## src/rtl/core/nspa_pkg.sv

```systemverilog
// Shared constants for the nearest slot pool allocator.
package nspa_pkg;

   localparam int DEFAULT_MAX_SLOTS  = 64;
   localparam int DEFAULT_ADDR_WIDTH = 64;

   localparam int SLOT_BYTES_W = 16;
   localparam int SLOT_COUNT_W = 7;
   localparam int FREE_COUNT_W = 7;
   localparam int SIZE_W       = 16;

   localparam int CSR_INDEX_W = 2;
   localparam int CSR_DATA_W  = 64;

   localparam logic [CSR_INDEX_W-1:0] CSR_POOL_BASE    = 2'd0;
   localparam logic [CSR_INDEX_W-1:0] CSR_SLOT_BYTES   = 2'd1;
   localparam logic [CSR_INDEX_W-1:0] CSR_SLOTS_IN_USE = 2'd2;

   localparam logic ACT_CLAIM   = 1'b0;
   localparam logic ACT_RELEASE = 1'b1;

   localparam logic [SLOT_BYTES_W-1:0] SLOT_BYTES_RESET   = 16'd1;
   localparam logic [SLOT_COUNT_W-1:0] SLOTS_IN_USE_RESET = 7'd64;

endpackage

```

## src/rtl/core/nearest_slot_pool_allocator.sv

```systemverilog
// Top level of the nearest slot pool allocator: sequencer, scan datapath and bitmap.
//
// A transaction is taken at a clock edge with start high and busy low. The action
// selects a claim (grant the free slot nearest req_near_address, lowest index on a
// tie) or a release (free the slot based at req_slot_address).
// busy stays high while the sequencer walks the managed slots. A single
// adder steps the slot address by the stride each cycle, and a registered distance
// stage feeds one compare against the best candidate so far.
// The sequencer scans n managed slots, where n is the min of slots_in_use and MAX_SLOTS,
// then passes the drain and done states before the registered rsp_valid strobe.
// One transaction at a time; start is taken again in the cycle the result shows.
// The result is on rsp_* for exactly one cycle with rsp_valid high; the receiver
// cannot stall it.
// Configuration writes (csr_we, csr_index, csr_wdata) land at once; the user must
// make them only while busy is low, as the block does not enforce it.
// Reset clears the used bitmap (all slots free) and loads pool_base 1,
// slot_bytes 1 and slots_in_use 64.
module nearest_slot_pool_allocator
   import nspa_pkg::*;
#(
   parameter int MAX_SLOTS  = DEFAULT_MAX_SLOTS,
   parameter int ADDR_WIDTH = DEFAULT_ADDR_WIDTH
) (
   input  logic                    clock,
   input  logic                    reset,
   input  logic                    start,
   output logic                    busy,
   input  logic                    req_action,
   input  logic [SIZE_W-1:0]       req_request_size,
   input  logic [ADDR_WIDTH-1:0]   req_near_address,
   input  logic [ADDR_WIDTH-1:0]   req_slot_address,
   output logic                    rsp_valid,
   output logic [ADDR_WIDTH-1:0]   rsp_granted_address,
   output logic                    rsp_success,
   output logic [FREE_COUNT_W-1:0] rsp_free_slots,
   input  logic                    csr_we,
   input  logic [CSR_INDEX_W-1:0]  csr_index,
   input  logic [CSR_DATA_W-1:0]   csr_wdata
);

   localparam int IDX_W  = (MAX_SLOTS > 1) ? $clog2(MAX_SLOTS) : 1;
   localparam int CNT_W  = $clog2(MAX_SLOTS + 1);
   localparam int SPAN_W = SLOT_BYTES_W + IDX_W;
   localparam int ACC_W  = ((ADDR_WIDTH > SPAN_W) ? ADDR_WIDTH : SPAN_W) + 1;

   localparam logic [1:0] ST_IDLE  = 2'd0;
   localparam logic [1:0] ST_SCAN  = 2'd1;
   localparam logic [1:0] ST_DRAIN = 2'd2;
   localparam logic [1:0] ST_DONE  = 2'd3;

   logic [1:0]              state_ff, state_in;
   logic [ADDR_WIDTH-1:0]   pool_base_ff;
   logic [SLOT_BYTES_W-1:0] slot_bytes_ff;
   logic [SLOT_COUNT_W-1:0] slots_in_use_ff;
   logic [MAX_SLOTS-1:0]    used_map_ff, used_map_in;

   logic                    op_ff, op_in;
   logic                    size_ok_ff, size_ok_in;
   logic                    rel_en_ff, rel_en_in;
   logic [ADDR_WIDTH-1:0]   near_ff, near_in;
   logic [ADDR_WIDTH-1:0]   slot_ff, slot_in;
   logic [CNT_W-1:0]        n_ff, n_in;
   logic [CNT_W-1:0]        idx_ff, idx_in;
   logic [ACC_W-1:0]        acc_ff, acc_in;
   logic [CNT_W-1:0]        free_cnt_ff, free_cnt_in;

   logic                    a_valid_ff, a_valid_in;
   logic [IDX_W-1:0]        a_idx_ff, a_idx_in;
   logic [ADDR_WIDTH-1:0]   a_dist_ff, a_dist_in;

   logic                    found_ff, found_in;
   logic [IDX_W-1:0]        best_idx_ff, best_idx_in;
   logic [ADDR_WIDTH-1:0]   best_dist_ff, best_dist_in;
   logic                    rel_hit_ff, rel_hit_in;
   logic [IDX_W-1:0]        rel_idx_ff, rel_idx_in;

   logic                    rsp_valid_ff, rsp_valid_in;
   logic [ADDR_WIDTH-1:0]   rsp_addr_ff, rsp_addr_in;
   logic                    rsp_success_ff, rsp_success_in;
   logic [FREE_COUNT_W-1:0] rsp_free_ff, rsp_free_in;

   logic                    accept;
   logic [IDX_W-1:0]        cur_idx;
   logic [ADDR_WIDTH-1:0]   cur_addr;
   logic                    cur_free;
   logic                    claim_ok;
   logic                    rel_was_used;
   logic [CNT_W-1:0]        free_final;

   assign accept   = start && (state_ff == ST_IDLE);
   assign cur_idx  = idx_ff[IDX_W-1:0];
   assign cur_addr = acc_ff[ADDR_WIDTH-1:0];
   assign cur_free = !used_map_ff[cur_idx];

   assign claim_ok     = (op_ff == ACT_CLAIM) && size_ok_ff && found_ff;
   assign rel_was_used = rel_hit_ff && used_map_ff[rel_idx_ff];
   assign free_final   = free_cnt_ff + CNT_W'(rel_was_used) - CNT_W'(claim_ok);

   always_comb begin
      state_in       = state_ff;
      used_map_in    = used_map_ff;
      op_in          = op_ff;
      size_ok_in     = size_ok_ff;
      rel_en_in      = rel_en_ff;
      near_in        = near_ff;
      slot_in        = slot_ff;
      n_in           = n_ff;
      idx_in         = idx_ff;
      acc_in         = acc_ff;
      free_cnt_in    = free_cnt_ff;
      a_valid_in     = 1'b0;
      a_idx_in       = a_idx_ff;
      a_dist_in      = a_dist_ff;
      found_in       = found_ff;
      best_idx_in    = best_idx_ff;
      best_dist_in   = best_dist_ff;
      rel_hit_in     = rel_hit_ff;
      rel_idx_in     = rel_idx_ff;
      rsp_valid_in   = 1'b0;
      rsp_addr_in    = rsp_addr_ff;
      rsp_success_in = rsp_success_ff;
      rsp_free_in    = rsp_free_ff;

      if (a_valid_ff && (!found_ff || (a_dist_ff < best_dist_ff))) begin
         found_in     = 1'b1;
         best_idx_in  = a_idx_ff;
         best_dist_in = a_dist_ff;
      end

      unique case (state_ff)
         ST_IDLE: begin
            if (accept) begin
               op_in       = req_action;
               size_ok_in  = (req_request_size != '0) && (req_request_size <= slot_bytes_ff);
               rel_en_in   = (req_action == ACT_RELEASE) && (slot_bytes_ff != '0);
               near_in     = req_near_address;
               slot_in     = req_slot_address;
               n_in        = (slots_in_use_ff > SLOT_COUNT_W'(MAX_SLOTS)) ?
                             CNT_W'(MAX_SLOTS) : slots_in_use_ff[CNT_W-1:0];
               idx_in      = '0;
               acc_in      = ACC_W'(pool_base_ff);
               free_cnt_in = '0;
               found_in    = 1'b0;
               rel_hit_in  = 1'b0;
               state_in    = ST_SCAN;
            end
         end
         ST_SCAN: begin
            if (idx_ff == n_ff) begin
               state_in = ST_DRAIN;
            end else begin
               a_valid_in  = cur_free;
               a_idx_in    = cur_idx;
               a_dist_in   = (cur_addr > near_ff) ? (cur_addr - near_ff) : (near_ff - cur_addr);
               free_cnt_in = free_cnt_ff + CNT_W'(cur_free);
               if (rel_en_ff && (acc_ff == ACC_W'(slot_ff))) begin
                  rel_hit_in = 1'b1;
                  rel_idx_in = cur_idx;
               end
               acc_in = acc_ff + ACC_W'(slot_bytes_ff);
               idx_in = idx_ff + CNT_W'(1);
            end
         end
         ST_DRAIN: begin
            state_in = ST_DONE;
         end
         ST_DONE: begin
            if (claim_ok) begin
               used_map_in[best_idx_ff] = 1'b1;
            end
            if (rel_hit_ff) begin
               used_map_in[rel_idx_ff] = 1'b0;
            end
            rsp_valid_in   = 1'b1;
            rsp_addr_in    = claim_ok ?
                             (pool_base_ff + ADDR_WIDTH'(SPAN_W'(best_idx_ff) *
                                                         SPAN_W'(slot_bytes_ff))) : '0;
            rsp_success_in = claim_ok || rel_hit_ff;
            rsp_free_in    = FREE_COUNT_W'(free_final);
            state_in       = ST_IDLE;
         end
         default: begin
            state_in = ST_IDLE;
         end
      endcase
   end

   always_ff @(posedge clock) begin
      if (reset) begin
         state_ff        <= ST_IDLE;
         used_map_ff     <= '0;
         a_valid_ff      <= 1'b0;
         found_ff        <= 1'b0;
         rel_hit_ff      <= 1'b0;
         rsp_valid_ff    <= 1'b0;
         pool_base_ff    <= ADDR_WIDTH'(1);
         slot_bytes_ff   <= SLOT_BYTES_RESET;
         slots_in_use_ff <= SLOTS_IN_USE_RESET;
      end else begin
         state_ff     <= state_in;
         used_map_ff  <= used_map_in;
         a_valid_ff   <= a_valid_in;
         found_ff     <= found_in;
         rel_hit_ff   <= rel_hit_in;
         rsp_valid_ff <= rsp_valid_in;
         if (csr_we) begin
            unique case (csr_index)
               CSR_POOL_BASE:    pool_base_ff    <= csr_wdata[ADDR_WIDTH-1:0];
               CSR_SLOT_BYTES:   slot_bytes_ff   <= csr_wdata[SLOT_BYTES_W-1:0];
               CSR_SLOTS_IN_USE: slots_in_use_ff <= csr_wdata[SLOT_COUNT_W-1:0];
               default: ;
            endcase
         end
      end
   end

   always_ff @(posedge clock) begin
      op_ff          <= op_in;
      size_ok_ff     <= size_ok_in;
      rel_en_ff      <= rel_en_in;
      near_ff        <= near_in;
      slot_ff        <= slot_in;
      n_ff           <= n_in;
      idx_ff         <= idx_in;
      acc_ff         <= acc_in;
      free_cnt_ff    <= free_cnt_in;
      a_idx_ff       <= a_idx_in;
      a_dist_ff      <= a_dist_in;
      best_idx_ff    <= best_idx_in;
      best_dist_ff   <= best_dist_in;
      rel_idx_ff     <= rel_idx_in;
      rsp_addr_ff    <= rsp_addr_in;
      rsp_success_ff <= rsp_success_in;
      rsp_free_ff    <= rsp_free_in;
   end

   assign busy                = (state_ff != ST_IDLE);
   assign rsp_valid           = rsp_valid_ff;
   assign rsp_granted_address = rsp_addr_ff;
   assign rsp_success         = rsp_success_ff;
   assign rsp_free_slots      = rsp_free_ff;

endmodule

```

## config.mk

```make
export PLATFORM = sky130hd
export DESIGN_NAME = nearest_slot_pool_allocator
export DESIGN_NICKNAME = d
export VERILOG_FILES = /design/src/rtl/core/nspa_pkg.sv /design/src/rtl/core/nearest_slot_pool_allocator.sv
export SDC_FILE = /design/constraint.sdc
export NUM_CORES = 2
export LEC_CHECK = 0
export ABC_AREA = 1
export CORE_AREA = 10 10 444 446
export DETAILED_ROUTE_END_ITERATION = 10
export DIE_AREA = 0 0 454 456
export DONT_BUFFER_PORTS = 1
export PLACE_DENSITY = 0.38
export SLEW_MARGIN = 5
export SYNTH_ARGS = -nofsm -noshare
export SYNTH_HDL_FRONTEND = slang
export SYNTH_SLANG_ARGS = --single-unit
```

## constraint.sdc

```tcl
create_clock -name clock -period 13.01 [get_ports clock]
set_input_delay 0.6505 -clock clock [delete_from_list [all_inputs] [get_ports clock]]
set_output_delay 0.6505 -clock clock [all_outputs]
set_load 0.1 [all_outputs]
```

==> flow_metrics.py <==
metrics = {
    "min_path": {
        "hold_start": "csr_wdata[45]",
        "hold_path_end": "pool_base_ff[45]",
        "hp-class": "input pin to register",
        "min_path_cells": 2,
    },
    "critical_path": {
        "crit_path_max_fanout": 21,
        "rr_worst_depth": 22,
        "r2r_start": "best_idx_ff[1]",
        "rrSetupSlack_ns": 7.41,
        "startpoint_type": "register",
        "arrival_ns": 6.10,
        "worstPathRequired_ns": 13.51,
        "critPathKind": "register to register",
        "cp-end-kind": "register",
        "r2r-end": "rsp_granted_address[40]",
    },
    "layout": {
        "multi_input_area_um2": 23590,
        "nFillCells": 20770,
        "area_delta_synth_final_pct": 15.28,
        "nNetsFinal": 7024,
        "register_area_um2": 16210,
        "drive_gt1_frac": 0.03837,
    },
    "drt": {
        "drtPass1Iterations": 7,
        "avgViaCountPerCell": 4.590,
        "wirelength_mm": 201.7,
        "drt_iter0_markers": 3130,
        "drc": 0,
        "routed-via-count": 41420,
        "wl_per_cell_um": 22.35,
        "ant_nets": 0,
    },
    "floorplan": {
        "ioPinCount": 289,
        "die_x_um": 454,
        "die_h_um": 456,
        "core_um2": 187600,
        "rows": 159,
        "initial_utilization": 0.2389,
        "dieArea_um2": 207000,
    },
    "clock_network": {
        "worstSkewPairLatency_ns": 0.75,
        "cts_tree": "done",
        "ctsHoldBuffers": 145,
        "numCtsBuffers": 80,
        "clk_pin_slew_worst_paths_ns": 0.06,
        "cts-resized-gates": 0,
        "htreeDepth": 3,
        "cts_setup_buffers": 0,
        "ctsRootBufferMaster": "clkbuf_16",
        "cts_sinks": 592,
        "clockBufferDepth": 3,
    },
    "run_status": {
        "run_status": "finished clean",
    },
    "yosys": {
        "async_flop_share": 0,
        "synth.distinct_cells": 51,
        "seq_area_frac_synth": 0.3616,
        "syn_area_um2": 44820,
        "ys_warn_count": 0,
        "synth_top_area_frac": 0.2914,
        "synthTopCellsByArea": "edfxtp_1 (29%), nand2_1 (17%), inv_1 (9.5%)",
        "synthCells": 6365,
        "ys_seq_elements": 592,
        "syn_nets": 6940,
        "synth_largest_area_cell": "edfxtp_1",
        "synth-main-ff-cell": "edfxtp_1",
        "synth_edf_count": 435,
        "synth_area_per_cell_um2": 7.042,
    },
    "place": {
        "hpwlAfterDp_mm": 165.0,
        "port_buffers": 0,
        "place_congestion": 0.9167,
    },
    "global_routing": {
        "grt_usage": 0.1892,
        "grt_pass1_wl_mm": 288.8,
        "grt_overflow_total": 0,
        "grt_max_degree": 76,
        "grt_pass1_vias": 41230,
        "antenna_found_initial": 13,
    },
    "pwr": {
        "ir_drop_v": 0.0001349,
        "powerDensity_nw_per_um2": 231.6,
        "p_leak_nw": 23.96,
    },
    "timing": {
        "fmax_mhz": 178.5,
        "skew_ns": 0.06984,
        "setup-violations-final": 0,
        "whs_ns": 0.04694,
        "tns_ns": 0,
        "relSlewSlack": 0.2413,
        "finalCritPeriodShare": 0.4306,
        "tightest_slew_ns": 1.132,
        "rsz0062_at_grt": "false",
        "hold_viol": 0,
        "min_period_ns": 5.602,
        "slew_violations": 0,
    },
    "job": {
        "cap_violations": 0,
    },
}
==> sequential cells by signal, indices dropped and copies added, names as in the netlist, 2 cells and up <==
| name | flops |
|---|---|
| a_idx_ff | 6 |
| used_map_ff | 64 |
| n_ff | 7 |
| pool_base_ff | 64 |
| slot_bytes_ff | 16 |
| slot_ff | 64 |
| best_idx_ff | 6 |
| idx_ff | 7 |
| near_ff | 64 |
| best_dist_ff | 64 |
| rel_idx_ff | 6 |
| rsp_granted_address | 64 |
| free_cnt_ff | 7 |
| state_ff | 2 |
| a_dist_ff | 64 |
| acc_ff | 65 |
| slots_in_use_ff | 7 |
| rsp_free_slots | 7 |
==> area by class of cell <==
class | count | area share
antenna | 13 | 0.0006296
timing repair buffer | 170 | 0.03172
clock buffer | 98 | 0.04124
clock inverter | 51 | 0.01167
sequential | 592 | 0.3136
multi-input combinational | 4450 | 0.4566
tap | 2495 | 0.06042
inverter | 1155 | 0.08410
==> critical path: stages (launching register included) <==
cell and delay, ns:
edfxtp_1 1.00, nand2_1 0.11, inv_1 0.11, fa_1 0.44, fa_1 0.50, fa_1 0.56, inv_1 0.05, fa_1 0.50
inv_1 0.04, ha_1 0.34, nand2_1 0.13, nor2_1 0.30, nand2_1 0.09, nand2_1 0.19, nand3_1 0.10, nand2_1 0.18
nand2_1 0.09, nand2_1 0.27, nand2_1 0.09, inv_1 0.09, nand2_1 0.05, nand2_1 0.07, nor2_1 0.05
==> cells by family (layout without fill, tap and decap cells) <==
| family | count (synthesis) | after routing | synth area share |
|---|---|---|---|
| AO/OA/AOI/OAI | 826 | 826 | 0.09656 |
| XOR/XNOR | 136 | 136 | 0.02658 |
| adder cells (fa/ha/maj) | 360 | 360 | 0.1139 |
| buffers and inverters | 1323 | 1474 | 0.1139 |
| flip-flops | 592 | 592 | 0.3616 |
| other | 0 | 13 | 0 |
| AND/OR/NAND/NOR | 3128 | 3128 | 0.2875 |
==> cell usage after synthesis, types with 70 or more instances <==
master,number
nand2_1,2047
inv_1,1130
nor2_1,502
edfxtp_1,435
a21oi_1,404
o21ai_0,326
ha_1,280
nand3_1,275
dfxtp_1,157
nand4_1,103
clkbuf_1,102
xor2_1,102
fa_1,80
nor3_1,70
==> metal layers <==
metal	vias to the layer above	global-route usage	share of wire
met4	0	0.06707	0.039
met3	262	0.02721	0.046
li1	20390	-	-
met1	19720	0.2356	0.43
met5	-	0	0
met2	1058	0.3296	0.49
==> worst max-delay path by stage <==
stage              startpoint                 endpoint  slack [ns]  cells after the start
2_1_floorplan     state_ff[0]                acc_ff[0]        7.23                      5
3_3_place_gp   best_idx_ff[1]  rsp_granted_address[40]        7.40                     22
3_5_place_dp   best_idx_ff[1]  rsp_granted_address[40]        7.41                     22
4_1_cts        best_idx_ff[1]  rsp_granted_address[40]        7.37                     22
5_1_grt        best_idx_ff[1]  rsp_granted_address[40]        7.01                     22
6_report       best_idx_ff[1]  rsp_granted_address[40]        7.41                     22
==> cell usage in the layout (no fill, tap or decap), drive strengths merged, types with 13 or more instances in the layout <==
cell type | Yosys | routed
diode | 0 | 13
ha | 280 | 280
nor4 | 46 | 46
or2 | 22 | 22
clkbuf | 106 | 98
nand2 | 2066 | 2066
buf | 62 | 25
clkinv | 3 | 37
dlygate4sd3 | 0 | 145
o22ai | 18 | 18
xor2 | 102 | 102
nand3 | 275 | 275
nor3 | 75 | 75
edfxtp | 435 | 435
o21ai | 334 | 334
dfxtp | 157 | 157
inv | 1152 | 1156
nand4 | 103 | 103
o21bai | 14 | 14
a21oi | 404 | 404
fa | 80 | 80
nor2 | 520 | 520
xnor2 | 34 | 34
==> report_power, final <==
group	leakage, nW	internal (mW)	switching, mW
Sequential	5.39	2.78	0.804
Combinational	17.3	1.71	4.35
Clock	1.31	1.34	0.978
==> metrics by stage <==
stage | area (µm²) | std cells | worst slack [ns] | utilization | power, mW
final | 51670 | 9024 | 7.408 | 0.2754 | 11.97
after floorplan | 44820 | 6365 | 7.232 | - | 7.325
after global placement | 47450 | 8717 | 7.401 | 0.2529 | 9.652
after CTS | 51640 | 9011 | 7.368 | 0.2753 | 12.07
after global routing | 51670 | 9023 | 7.009 | 0.2754 | 12.89
after detailed placement | 47450 | 8717 | 7.412 | 0.2529 | 9.639
Note: power is estimated with default switching activity, not from simulation.
